**config.mk**
```make
export PLATFORM = sky130hd
export DESIGN_NAME = vm3d_div
export DESIGN_NICKNAME = d
export VERILOG_FILES = /design/src/design/vm3d_pkg.sv /design/src/design/vm3d_div.sv
export SDC_FILE = /design/constraint.sdc
export NUM_CORES = 2
export LEC_CHECK = 0
export BUFFER_PORTS_ARGS = -buffer_cell sky130_fd_sc_hd__clkbuf_2
export CAP_MARGIN = 10
export CORE_MARGIN = 2
export CORE_UTILIZATION = 35
export CTS_CLUSTER_SIZE = 25
export DETAILED_ROUTE_END_ITERATION = 10
export GPL_ROUTABILITY_DRIVEN = 0
export PLACE_DENSITY_LB_ADDON = 0.25
export REMOVE_ABC_BUFFERS = 1
export SLEW_MARGIN = 20
export SYNTH_ARGS = -nofsm -noshare
export SYNTH_HDL_FRONTEND = slang
export SYNTH_SLANG_ARGS = --single-unit
```
**constraint.sdc**
```tcl
create_clock -name clk -period 11.35 [get_ports clk]
set_clock_uncertainty 0.05 [all_clocks]
set_input_delay 0.5675 -clock clk [delete_from_list [all_inputs] [get_ports clk]]
set_output_delay 0.5675 -clock clk [all_outputs]
set_load 0.03 [all_outputs]
```
**src/design/vm3d_pkg.sv**
```systemverilog
package vm3d_pkg;

  // Beat payloads
  typedef struct packed {
    logic signed [31:0] comp_x;
    logic signed [31:0] comp_y;
    logic signed [31:0] comp_z;
  } in_t;

  typedef struct packed {
    logic [30:0] distance;
    logic        overflow;
  } out_t;

  localparam int unsigned EST_W         = 17;
  localparam int unsigned SQ_W          = 31;
  localparam int unsigned SHIFT_W       = 5;
  localparam int unsigned SCALE_BIAS    = 17;
  localparam int unsigned SEED_BIAS     = 24;
  localparam int unsigned DIV_BITS      = 32;
  localparam int unsigned DIV_PER_STAGE = 4;
  localparam int unsigned DIV_STAGES    = DIV_BITS / DIV_PER_STAGE;

  // Item context carried alongside the root datapath
  typedef struct packed {
    logic [SQ_W-1:0]    sq;
    logic [EST_W-1:0]   est;
    logic [SHIFT_W-1:0] shift;
    logic               zero;
    logic               ovf;
    logic               newton;
  } side_t;

  function automatic logic [5:0] clz32(input logic [31:0] v);
    logic [5:0] n;
    n = 6'd32;
    for (int i = 0; i < 32; i++) begin
      if (v[i]) n = 6'(31 - i);
    end
    return n;
  endfunction

  // Floor square root of an 8-bit index: value k covers k*k .. k*k+2k
  function automatic logic [3:0] root_rom(input logic [7:0] idx);
    logic [3:0] r;
    r = 4'd0;
    for (int k = 1; k < 16; k++) begin
      if (int'(idx) >= k * k) r = 4'(k);
    end
    return r;
  endfunction

  // e + floor((q - e) / 2)
  function automatic logic [EST_W-1:0] newton_step(input logic [DIV_BITS-1:0] q,
                                                   input logic [EST_W-1:0] e);
    logic signed [DIV_BITS+1:0] d;
    logic signed [DIV_BITS+1:0] r;
    d = $signed({2'b00, q}) - $signed({{(DIV_BITS+2-EST_W){1'b0}}, e});
    r = $signed({{(DIV_BITS+2-EST_W){1'b0}}, e}) + (d >>> 1);
    return r[EST_W-1:0];
  endfunction

endpackage

```
**src/design/vm3d_div.sv**
```systemverilog
module vm3d_div (
  input  logic                           clk,
  input  logic                           rst_n,
  input  logic                           adv,
  input  logic                           in_valid,
  input  vm3d_pkg::side_t                in_side,
  output logic                           out_valid,
  output logic [vm3d_pkg::DIV_BITS-1:0]  out_quot,
  output vm3d_pkg::side_t                out_side
);

  // Restoring divide of side.sq by side.est, a few quotient bits per stage.
  // The quotient register starts as the dividend and shifts quotient bits in.
  logic                          v_r    [vm3d_pkg::DIV_STAGES];
  logic [vm3d_pkg::EST_W-1:0]    rem_r  [vm3d_pkg::DIV_STAGES];
  logic [vm3d_pkg::DIV_BITS-1:0] quo_r  [vm3d_pkg::DIV_STAGES];
  vm3d_pkg::side_t               side_r [vm3d_pkg::DIV_STAGES];

  for (genvar g = 0; g < vm3d_pkg::DIV_STAGES; g++) begin : g_stage
    logic                          v_in;
    logic [vm3d_pkg::EST_W-1:0]    rem_in, rem_nxt;
    logic [vm3d_pkg::DIV_BITS-1:0] quo_in, quo_nxt;
    vm3d_pkg::side_t               side_in;
    logic [vm3d_pkg::EST_W:0]      trial;

    if (g == 0) begin : g_head
      assign v_in    = in_valid;
      assign rem_in  = '0;
      assign quo_in  = {{(vm3d_pkg::DIV_BITS - vm3d_pkg::SQ_W){1'b0}}, in_side.sq};
      assign side_in = in_side;
    end else begin : g_body
      assign v_in    = v_r[g-1];
      assign rem_in  = rem_r[g-1];
      assign quo_in  = quo_r[g-1];
      assign side_in = side_r[g-1];
    end

    always_comb begin
      rem_nxt = rem_in;
      quo_nxt = quo_in;
      trial   = '0;
      for (int k = 0; k < vm3d_pkg::DIV_PER_STAGE; k++) begin
        trial = {rem_nxt, quo_nxt[vm3d_pkg::DIV_BITS-1]};
        if (trial >= {1'b0, side_in.est}) begin
          rem_nxt = vm3d_pkg::EST_W'(trial - {1'b0, side_in.est});
          quo_nxt = {quo_nxt[vm3d_pkg::DIV_BITS-2:0], 1'b1};
        end else begin
          rem_nxt = trial[vm3d_pkg::EST_W-1:0];
          quo_nxt = {quo_nxt[vm3d_pkg::DIV_BITS-2:0], 1'b0};
        end
      end
    end

    always_ff @(posedge clk) begin
      if (!rst_n) begin
        v_r[g] <= 1'b0;
      end else if (adv) begin
        v_r[g] <= v_in;
      end
      if (adv) begin
        rem_r[g]  <= rem_nxt;
        quo_r[g]  <= quo_nxt;
        side_r[g] <= side_in;
      end
    end
  end

  assign out_valid = v_r[vm3d_pkg::DIV_STAGES-1];
  assign out_quot  = quo_r[vm3d_pkg::DIV_STAGES-1];
  assign out_side  = side_r[vm3d_pkg::DIV_STAGES-1];

endmodule

```
==> impl_summary.txt <==
----------------------------------------------------
[Outcome]
  Result of the run ... complete, no violations

[Yosys]
  Combined area of all synthesized cells ... 0.0512 mm2
  Top cell type's share of synthesized area ... 0.421
  Flop and latch count out of synthesis ... 719
  Synthesis warning total ... 0
  Cells taking the most area after synthesis ... sky130_fd_sc_hd__edfxtp_1 42%, sky130_fd_sc_hd__ha_1 13%, sky130_fd_sc_hd__mux2_2 5.3%
  Number of enable-type register cells in the synthesized netlist ... 718
  Mapped Avg Cell Area ... 10.6 um2
  Synth Flop Type ... sky130_fd_sc_hd__edfxtp_1
  Number of cells produced by synthesis ... 4848
  Share of flip-flops with an asynchronous set or reset after synthesis ... 0
  Cell type contributing the most total cell area after synthesis ... sky130_fd_sc_hd__edfxtp_1
  Count leader, synth ... sky130_fd_sc_hd__edfxtp_1
  Portion of the post-synthesis area used by sequential elements ... 0.421
  Commonest cells post-synth ... 718 x sky130_fd_sc_hd__edfxtp_1, 529 x sky130_fd_sc_hd__ha_1, 419 x sky130_fd_sc_hd__a21oi_1
  Number of distinct standard cells referenced by the synthesized netlist ... 96

[Global routing]
  Number of antenna violations at the first check in global routing ... 4
  Vias in the first global route ... 36500
  Aggregate global-route resource usage ... 0.170
  Global-route wire length before repair ... 203000 um
  Pin count of the biggest net entering global routing ... 176
  Sum of overflow across all layers after global routing ... 0

[Layout]
  Number of nets in the layout ... 5810
  Filler instances ... 14100
  Final design instance area without fill ... 0.0587 mm2
  Layout overhead on the synthesized area ... 14.5%
  Final core utilization ... 0.403
  Cell Count, Final, Fillers Out ... 7176
  Ratio of cells with drive above 1 in the final layout ... 0.148

[Job]
  Number of violations of the max-capacitance limit ... 0

[Worst setup path]
  Largest incremental delay on the critical path ... 0.46 ns
  Slowest CP cell ... sky130_fd_sc_hd__edfxtp_1
  CP Max Fanout ... 11
  Crit path top cell by count ... sky130_fd_sc_hd__a21oi_1
  Worst R2R Start ... side_r[1][140]
  Endpoint arrival time on the critical path ... 11.09 ns
  Timing startpoint of the critical path ... side_r[1][140]
  Critical path data required time ... 11.74 ns
  Worst setup SP type ... flip-flop
  Class of the most critical setup path ... reg -> reg
  Worst Setup End Kind ... flip-flop

[Route]
  1st-iter DRT viols ... 2544
  DRC violations left ... 0
  WL met3 ... 5600 um
  Top routing layer in use ... met5
  Final Routed Wirelength ... 130000 um
  Detailed-routed wire length on met2 ... 60100 um
  Wirelength per Cell ... 18.2 um
  Number of iterations in the first detailed-routing pass ... 6
  Via density per instance ... 5.26
  Count of nets left with antenna violations after detail routing ... 0
  Routed metal-1 wire length ... 60400 um
  Detailed-route via count ... 37700

[Floorplanning]
  Core Footprint ... 0.146 mm2
  Vertical extent of the die ... 387 um
  Die Width ... 387 um
  Initial core utilization ... 0.352
  Rows ... 140
  Die footprint ... 0.149 mm2
  Top Ports ... 149

[Place]
  Area after DPL ... 0.0552 mm2
  Post-detail-place hpwl ... 101000 um
  Port bufs ... 148
  Cell count after placement ... 6972

[STA]
  Number of hold violations in the final report ... 0
  Max Freq ... 0.0935 GHz
  Final period demand of the worst path ... 10.70 ns
  Pins Over Slew Limit ... 0
  Headroom to the max-slew limit ... 0.303
  Worst-margin pin slew ... 1.05 ns
  Ratio of final minimum period to clock period ... 0.943
  Post-Route Hold Slack ... 0.0757 ns
  Total setup violations reported at the end of the flow ... 0

[Min path]
  Worst hold path class ... in -> reg
  Hold path start ... in_side[11]

[CTS]
  Clock slew at the register clock pins of the worst setup and hold paths ... 0.06 ns
  Clock buffer depth ... 3
  Clock buffer count from CTS ... 85
  Clock latency reported for the late side of the worst-skew pair ... 0.72 ns
  Clock tree from TritonCTS ... yes
  Clock Sink Count ... 719
  Root Buffer Master ... sky130_fd_sc_hd__clkbuf_16
  Count of H-tree levels built during CTS ... 3

----------------------------------------------------
## sequential cells by signal, indices dropped and copies added, names as in the netlist
register / count
side_r: 361
v_r: 8
rem_r: 119
quo_r: 231
## metrics by stage
stage	setup TNS (ns)	worst slack, ns
after floorplan	-9.32	-0.728
after global placement	0	0.186
after CTS	0	0.0684
final	0	0.651
after global routing	-0.162	-0.0626
after detailed placement	-0.0182	-0.0182
## routing by layer
layer  track usage  vias up
li1              -    18900
met1         0.228    17900
met2         0.279      773
met3        0.0234      201
met4        0.0629        2
met5             0        -
## logic make-up after synthesis
group	count (synthesis)	share of synthesized area
and+or+nand+nor	1199	0.115
xor gates and xnor gates	397	0.0679
AOI/OAI and AO/OA	1272	0.161
adders and majority gates	559	0.141
muxes	296	0.0639
DFF	719	0.421
buffers and inverters	406	0.0308
## worst paths after layout
path / end / cells past startpoint / slack (ns)
max reg2reg: quo_r[1][96] / 48 / 0.65
min reg2reg: side_r[1][198] / 0 / 0.30
min: side_r[0][11] / 1 / 0.08
max: quo_r[1][96] / 48 / 0.65
## layout by cell type, fill, tap and decap left out, drive strengths merged, types with 72 or more instances in the layout
| cell | count |
|---|---|
| edfxtp | 718 |
| a21oi | 422 |
| nand2b | 72 |
| nand3 | 85 |
| nor2 | 309 |
| nand4 | 84 |
| mux2 | 246 |
| a21o | 133 |
| nand2 | 297 |
| nor3 | 107 |
| clkbuf | 244 |
| xor2 | 129 |
| ha | 529 |
| xnor2 | 268 |
| o21ai | 257 |
| inv | 342 |
| buf | 140 |
## layout make-up
type | instances | area, um2 | share of cell area
Antenna cell | 1 | 2.50 | 0.0000426
Inverter | 334 | 1250 | 0.0214
Clock buffer | 97 | 2190 | 0.0373
Multi-Input combinational cell | 3723 | 28300 | 0.482
Sequential cell | 719 | 21600 | 0.368
Clock inverter | 57 | 663 | 0.0113
Tap cell | 1917 | 2400 | 0.0409
Timing Repair Buffer | 328 | 2310 | 0.0394
## worst max-delay path, delay by kind of cell (launching register included)
kind / cells / cell delay (ns)
AO/OA/AOI/OAI: 28 / 5.90
flip-flops: 1 / 0.46
adder cells (fa/ha/maj): 5 / 1.34
multiplexers: 3 / 0.88
AND/OR/NAND/NOR: 8 / 1.18
buffers and inverters: 4 / 0.58
## repair_timing
action | 4_1_cts | 5_1_grt
setup buffers | 0 | 8
pin swaps | 0 | 6
hold buffers | 41 | 0
setup endpoints to repair | 1 | 107
endpoints found under the hold margin | 41 | 0
gates resized for setup | 1 | 46
Power is left out: the tool's default activity adds up to more than one toggle a clock period on the data nets, which glitch-free logic cannot reach.
