<file path="config.mk">
export PLATFORM = sky130hd
export DESIGN_NAME = vm3d_front
export DESIGN_NICKNAME = d
export VERILOG_FILES = /design/src/design/vm3d_pkg.sv /design/src/design/vm3d_front.sv
export SDC_FILE = /design/constraint.sdc
export NUM_CORES = 2
export LEC_CHECK = 0
export BUFFER_PORTS_ARGS = -buffer_cell sky130_fd_sc_hd__buf_2
export CORE_MARGIN = 5
export CORE_UTILIZATION = 40
export DETAILED_ROUTE_END_ITERATION = 12
export PLACE_DENSITY = 0.65
export SLEW_MARGIN = 40
export SYNTH_ARGS = -nofsm -noshare
export SYNTH_HDL_FRONTEND = slang
export SYNTH_SLANG_ARGS = --single-unit
</file>
<file path="constraint.sdc">
create_clock -name clk -period 11.33 [get_ports clk]
set_clock_uncertainty 0.05 [all_clocks]
set_input_delay 2.8325 -clock clk [delete_from_list [all_inputs] [get_ports clk]]
set_output_delay 2.8325 -clock clk [all_outputs]
set_load 0.01 [all_outputs]
</file>
<file path="src/design/vm3d_pkg.sv">
package vm3d_pkg;

  // Beat payloads
  typedef struct packed {
    logic signed [31:0] comp_x;
    logic signed [31:0] comp_y;
    logic signed [31:0] comp_z;
  } in_t;

  typedef struct packed {
    logic [30:0] distance;
    logic        overflow;
  } out_t;

  localparam int unsigned EST_W         = 17;
  localparam int unsigned SQ_W          = 31;
  localparam int unsigned SHIFT_W       = 5;
  localparam int unsigned SCALE_BIAS    = 17;
  localparam int unsigned SEED_BIAS     = 24;
  localparam int unsigned DIV_BITS      = 32;
  localparam int unsigned DIV_PER_STAGE = 4;
  localparam int unsigned DIV_STAGES    = DIV_BITS / DIV_PER_STAGE;

  // Item context carried alongside the root datapath
  typedef struct packed {
    logic [SQ_W-1:0]    sq;
    logic [EST_W-1:0]   est;
    logic [SHIFT_W-1:0] shift;
    logic               zero;
    logic               ovf;
    logic               newton;
  } side_t;

  function automatic logic [5:0] clz32(input logic [31:0] v);
    logic [5:0] n;
    n = 6'd32;
    for (int i = 0; i < 32; i++) begin
      if (v[i]) n = 6'(31 - i);
    end
    return n;
  endfunction

  // Floor square root of an 8-bit index: value k covers k*k .. k*k+2k
  function automatic logic [3:0] root_rom(input logic [7:0] idx);
    logic [3:0] r;
    r = 4'd0;
    for (int k = 1; k < 16; k++) begin
      if (int'(idx) >= k * k) r = 4'(k);
    end
    return r;
  endfunction

  // e + floor((q - e) / 2)
  function automatic logic [EST_W-1:0] newton_step(input logic [DIV_BITS-1:0] q,
                                                   input logic [EST_W-1:0] e);
    logic signed [DIV_BITS+1:0] d;
    logic signed [DIV_BITS+1:0] r;
    d = $signed({2'b00, q}) - $signed({{(DIV_BITS+2-EST_W){1'b0}}, e});
    r = $signed({{(DIV_BITS+2-EST_W){1'b0}}, e}) + (d >>> 1);
    return r[EST_W-1:0];
  endfunction

endpackage

</file>
<file path="src/design/vm3d_front.sv">
module vm3d_front (
  input  logic            clk,
  input  logic            rst_n,
  input  logic            adv,
  input  logic            in_valid,
  input  vm3d_pkg::in_t   in_data,
  output logic            out_valid,
  output vm3d_pkg::side_t out_side
);

  // s1: absolute values and their sum
  logic        v1_r;
  logic [31:0] ax1_r, ay1_r, az1_r, sum1_r;
  logic [31:0] ax1_nxt, ay1_nxt, az1_nxt;

  always_comb begin
    ax1_nxt = in_data.comp_x[31] ? 32'(-in_data.comp_x) : in_data.comp_x;
    ay1_nxt = in_data.comp_y[31] ? 32'(-in_data.comp_y) : in_data.comp_y;
    az1_nxt = in_data.comp_z[31] ? 32'(-in_data.comp_z) : in_data.comp_z;
  end

  always_ff @(posedge clk) begin
    if (!rst_n) begin
      v1_r <= 1'b0;
    end else if (adv) begin
      v1_r <= in_valid;
    end
    if (adv) begin
      ax1_r  <= ax1_nxt;
      ay1_r  <= ay1_nxt;
      az1_r  <= az1_nxt;
      sum1_r <= ax1_nxt + ay1_nxt + az1_nxt;
    end
  end

  // s2: scale down by the headroom of the sum
  logic                         v2_r, zero2_r, ovf2_r;
  logic [vm3d_pkg::SHIFT_W-1:0] sh2_r, sh2_nxt;
  logic [31:0]                  ax2_r, ay2_r, az2_r;
  logic [5:0]                   lz2;

  always_comb begin
    lz2 = vm3d_pkg::clz32(sum1_r);
    if (lz2 < 6'(vm3d_pkg::SCALE_BIAS)) begin
      sh2_nxt = vm3d_pkg::SHIFT_W'(6'(vm3d_pkg::SCALE_BIAS) - lz2);
    end else begin
      sh2_nxt = '0;
    end
  end

  always_ff @(posedge clk) begin
    if (!rst_n) begin
      v2_r <= 1'b0;
    end else if (adv) begin
      v2_r <= v1_r;
    end
    if (adv) begin
      zero2_r <= (sum1_r == 32'd0);
      ovf2_r  <= sum1_r[31];
      sh2_r   <= sh2_nxt;
      ax2_r   <= 32'($signed(ax1_r) >>> sh2_nxt);
      ay2_r   <= 32'($signed(ay1_r) >>> sh2_nxt);
      az2_r   <= 32'($signed(az1_r) >>> sh2_nxt);
    end
  end

  // s3: squares, low word
  logic                         v3_r, zero3_r, ovf3_r;
  logic [vm3d_pkg::SHIFT_W-1:0] sh3_r;
  logic [31:0]                  qx3_r, qy3_r, qz3_r;

  always_ff @(posedge clk) begin
    if (!rst_n) begin
      v3_r <= 1'b0;
    end else if (adv) begin
      v3_r <= v2_r;
    end
    if (adv) begin
      zero3_r <= zero2_r;
      ovf3_r  <= ovf2_r;
      sh3_r   <= sh2_r;
      qx3_r   <= 32'(ax2_r * ax2_r);
      qy3_r   <= 32'(ay2_r * ay2_r);
      qz3_r   <= 32'(az2_r * az2_r);
    end
  end

  // s4: sum of squares
  logic                         v4_r, zero4_r, ovf4_r;
  logic [vm3d_pkg::SHIFT_W-1:0] sh4_r;
  logic [31:0]                  sq4_r;

  always_ff @(posedge clk) begin
    if (!rst_n) begin
      v4_r <= 1'b0;
    end else if (adv) begin
      v4_r <= v3_r;
    end
    if (adv) begin
      zero4_r <= zero3_r;
      ovf4_r  <= ovf3_r;
      sh4_r   <= sh3_r;
      sq4_r   <= qx3_r + qy3_r + qz3_r;
    end
  end

  // s5: seed alignment, top byte on an even bit boundary
  logic                         v5_r, zero5_r, ovf5_r, small5_r;
  logic [vm3d_pkg::SHIFT_W-1:0] sh5_r, s5_r;
  logic [31:0]                  sq5_r;
  logic [5:0]                   lz5;

  assign lz5 = vm3d_pkg::clz32(sq4_r);

  always_ff @(posedge clk) begin
    if (!rst_n) begin
      v5_r <= 1'b0;
    end else if (adv) begin
      v5_r <= v4_r;
    end
    if (adv) begin
      zero5_r  <= zero4_r;
      ovf5_r   <= ovf4_r;
      sh5_r    <= sh4_r;
      sq5_r    <= sq4_r;
      small5_r <= sq4_r[31] | (sq4_r[30:8] == 23'd0);
      s5_r     <= vm3d_pkg::SHIFT_W'(6'(lz5[0]) + 6'(vm3d_pkg::SEED_BIAS) - lz5);
    end
  end

  // s6: seed lookup
  logic            v6_r;
  vm3d_pkg::side_t side6_r, side6_nxt;
  logic [7:0]      idx6;
  logic [31:0]     sqs6;

  always_comb begin
    sqs6             = sq5_r >> s5_r;
    idx6             = small5_r ? sq5_r[7:0] : sqs6[7:0];
    side6_nxt.sq     = sq5_r[vm3d_pkg::SQ_W-1:0];
    side6_nxt.shift  = sh5_r;
    side6_nxt.zero   = zero5_r;
    side6_nxt.ovf    = ovf5_r;
    side6_nxt.newton = !small5_r && !zero5_r && !ovf5_r;
    if (small5_r) begin
      side6_nxt.est = vm3d_pkg::EST_W'(vm3d_pkg::root_rom(idx6));
    end else begin
      side6_nxt.est = vm3d_pkg::EST_W'(vm3d_pkg::root_rom(idx6)) << s5_r[4:1];
    end
  end

  always_ff @(posedge clk) begin
    if (!rst_n) begin
      v6_r <= 1'b0;
    end else if (adv) begin
      v6_r <= v5_r;
    end
    if (adv) begin
      side6_r <= side6_nxt;
    end
  end

  assign out_valid = v6_r;
  assign out_side  = side6_r;

endmodule

</file>
==> results.json <==
{
  "syn_inst": 6450,
  "grt_pass1_wl_mm": 270,
  "avgSynthCellArea_um2": 10.3,
  "cts_hold_buf": 0,
  "seq_area_frac_synth_pct": 21.3,
  "finalHoldViolations": 0,
  "ys_seq_elements": 473,
  "max_freq_mhz": 122,
  "ctsResizeCount": 0,
  "arrival_ps": 8510,
  "drc": 0,
  "core_um2": 165000,
  "clk_latency_ps": 650,
  "path_buf_inv": 7,
  "tns_ps": 0,
  "worstSetupPathType": "reg -> reg",
  "cts_root_buffer": "clkbuf_16",
  "grt_pass1_vias": 49000,
  "cts.sinks": 473,
  "first_iter_violations": 2661,
  "report.final.slew_viol_count": 0,
  "synth_edf_count": 467,
  "firstDrtPassIters": 6,
  "portBuffers": 156,
  "drv_cap": 0,
  "ios": 157,
  "async_flop_share_pct": 0,
  "start_util_pct": 40.2,
  "die_x_um": 417,
  "status": "finished clean",
  "required_ps": 11650,
  "drive_gt1_share_pct": 5.94,
  "grt_overflow": 0,
  "yosys_warnings": 0,
  "ys.flop_type": "edfxtp_1",
  "cts_buffers": 56,
  "syn2layout_area_growth_pct": 8.03,
  "avgViaCountPerCell": 5.10,
  "finalSetupViolations": 0,
  "clockBufferDepth": 3,
  "dieArea_um2": 174000,
  "nNetsFinal": 8232,
  "layout_commonest_cell": "inv_1",
  "cts_setup_buffers": 0,
  "reg2reg_slack_ps": 3140,
  "antenna_found_initial": 2,
  "multi_input_area_um2": 45900,
  "htree_num_levels": 2,
  "rows": 149,
  "layout_common_cells": "1499 x inv_1, 1164 x fa_1, 596 x nand2_1",
  "crit_path_max_fanout": 17,
  "grt_use_total_pct": 19.5,
  "cpMaxStageDelayCell": "edfxtp_1",
  "ys_types": 89,
  "fill_cells": 15600,
  "worstHoldPathType": "reg -> reg",
  "timing.final.crit_period_ps": 8190,
  "start_kind": "flop",
  "relSlewSlack_pct": 40.1,
  "cts.clk_slew.worst_paths_ps": 60,
  "vias": 44600,
  "tightest_slew_ps": 896,
  "grt_max_degree": 143,
  "rsz0062_at_grt": "no",
  "worst_path_most_repeated_cell": "fa_1",
  "place_congestion": 0.935,
  "slowest_delay_ps": 820,
  "syn_area_um2": 66400,
  "seqCellArea_um2": 14100,
  "wl_per_cell_um": 18.9,
  "critPathTopFamily": "adder cells",
  "die_h_um": 417,
  "hpwl_mm": 136,
  "ant_nets": 0,
  "endpoint_kind": "flop",
  "period_share_pct": 72.3,
  "totalWireLength_mm": 166,
  "cts_tree": "built"
}
[per-stage QoR]
step / setup slack (ps) / area, um2 / hold slack [ps] / cells / utilization, %
finish: 3140 / 71700 / 367 / 8761 / 43.5
global route: 2760 / 71700 / 373 / 8759 / 43.5
CTS: 3080 / 71700 / 369 / 8757 / 43.5
detailed placement: 3100 / 69700 / 355 / 8652 / 42.3
global placement: 3210 / 69600 / 354 / 8647 / 42.2
floorplan: 4000 / 66400 / 350 / 6452 / -
[cells in the mapped netlist (all sizes together), types with 16 or more instances]
library cell,count,area share (%)
inv,1502,8.5
fa,1164,35
nand2,596,3.4
edfxtp,467,21
ha,445,8.4
and2,338,3.2
xnor2,249,3.3
mux2i,247,3.7
nor2,206,1.2
clkbuf,165,0.93
a21oi,163,1.2
o21ai,133,1.0
a21o,69,0.78
nand3,53,0.41
xor2,47,0.62
nor2b,41,0.39
buf,39,0.28
nor3,37,0.28
o31ai,35,0.40
a211oi,32,0.36
nand2b,29,0.27
o21a,29,0.33
mux2,23,0.39
or4,21,0.25
a22oi,19,0.21
or3,19,0.19
nor4,18,0.20
o22ai,18,0.18
or2,17,0.16
a31oi,16,0.15
o21bai,16,0.18
[worst reg2reg max path: stages, from the launching register on]
cell	delay (ps)
edfxtp_1	820
inv_1	280
nor2_1	290
inv_1	110
fa_1	540
inv_1	50
fa_1	430
fa_1	510
fa_1	540
inv_1	60
fa_1	490
inv_1	50
fa_1	500
fa_1	490
inv_1	50
fa_1	490
inv_1	50
ha_1	350
o21ai_0	110
nand2b_1	80
o41ai_1	60
a31oi_1	330
a211oi_1	210
o21ai_0	170
o21ai_0	220
o2111ai_1	300
a21oi_1	130
xnor2_1	140
[path summary, 6_finish.rpt]
check                  from           to  depth (start not counted)
setup / recovery  ay2_r[10]    qy3_r[31]                         27
hold reg to reg    sh5_r[4]  out_side[7]                          0
setup reg to reg  ay2_r[10]    qy3_r[31]                         27
hold / removal     sh5_r[4]  out_side[7]                          0
[registers in the layout, summed over array words and instances, names as in the netlist, 32 cells and up]
name / flops
ax1_r: 32
ay1_r: 32
az1_r: 32
out_side: 56
sq4_r: 32
sq5_r: 32
sum1_r: 32
[final cells by class]
| cell class | count | area share [%] |
|---|---|---|
| Tap cell | 2189 | 3.82 |
| Clock buffer | 64 | 2.03 |
| Timing Repair Buffer | 217 | 1.87 |
| Clock inverter | 41 | 0.724 |
| Antenna cell | 2 | 0.00698 |
| Inverter | 1505 | 7.88 |
| Sequential cell | 473 | 19.7 |
| Multi-Input combinational cell | 4270 | 64.0 |
[routing by layer]
layer  GRT usage [%]  up-vias  share of wire, %  wire length, um
li1                -    20500                 -                -
met1            25.3    22600                42            69600
met2            34.2     1300                50            82500
met3            2.55      277               5.1             8390
met4            5.77        0               3.2             5390
met5               0        -                 0                0
[cells by family (layout without fill, tap and decap cells)]
kind of cell / after synthesis / count (layout) / synth area share, %
mux: 284 / 284 / 4.59
other cells: 1 / 5 / 0.00565
fa+ha+maj: 1609 / 1609 / 43.5
simple gates: 1409 / 1409 / 10.3
compound gates: 669 / 669 / 6.72
xor+xnor: 296 / 296 / 3.90
flops: 473 / 473 / 21.3
buf+inv: 1709 / 1827 / 9.72
Power is not shown: default switching activity piles up to over one toggle a cycle in this logic, so the estimate is an artifact.
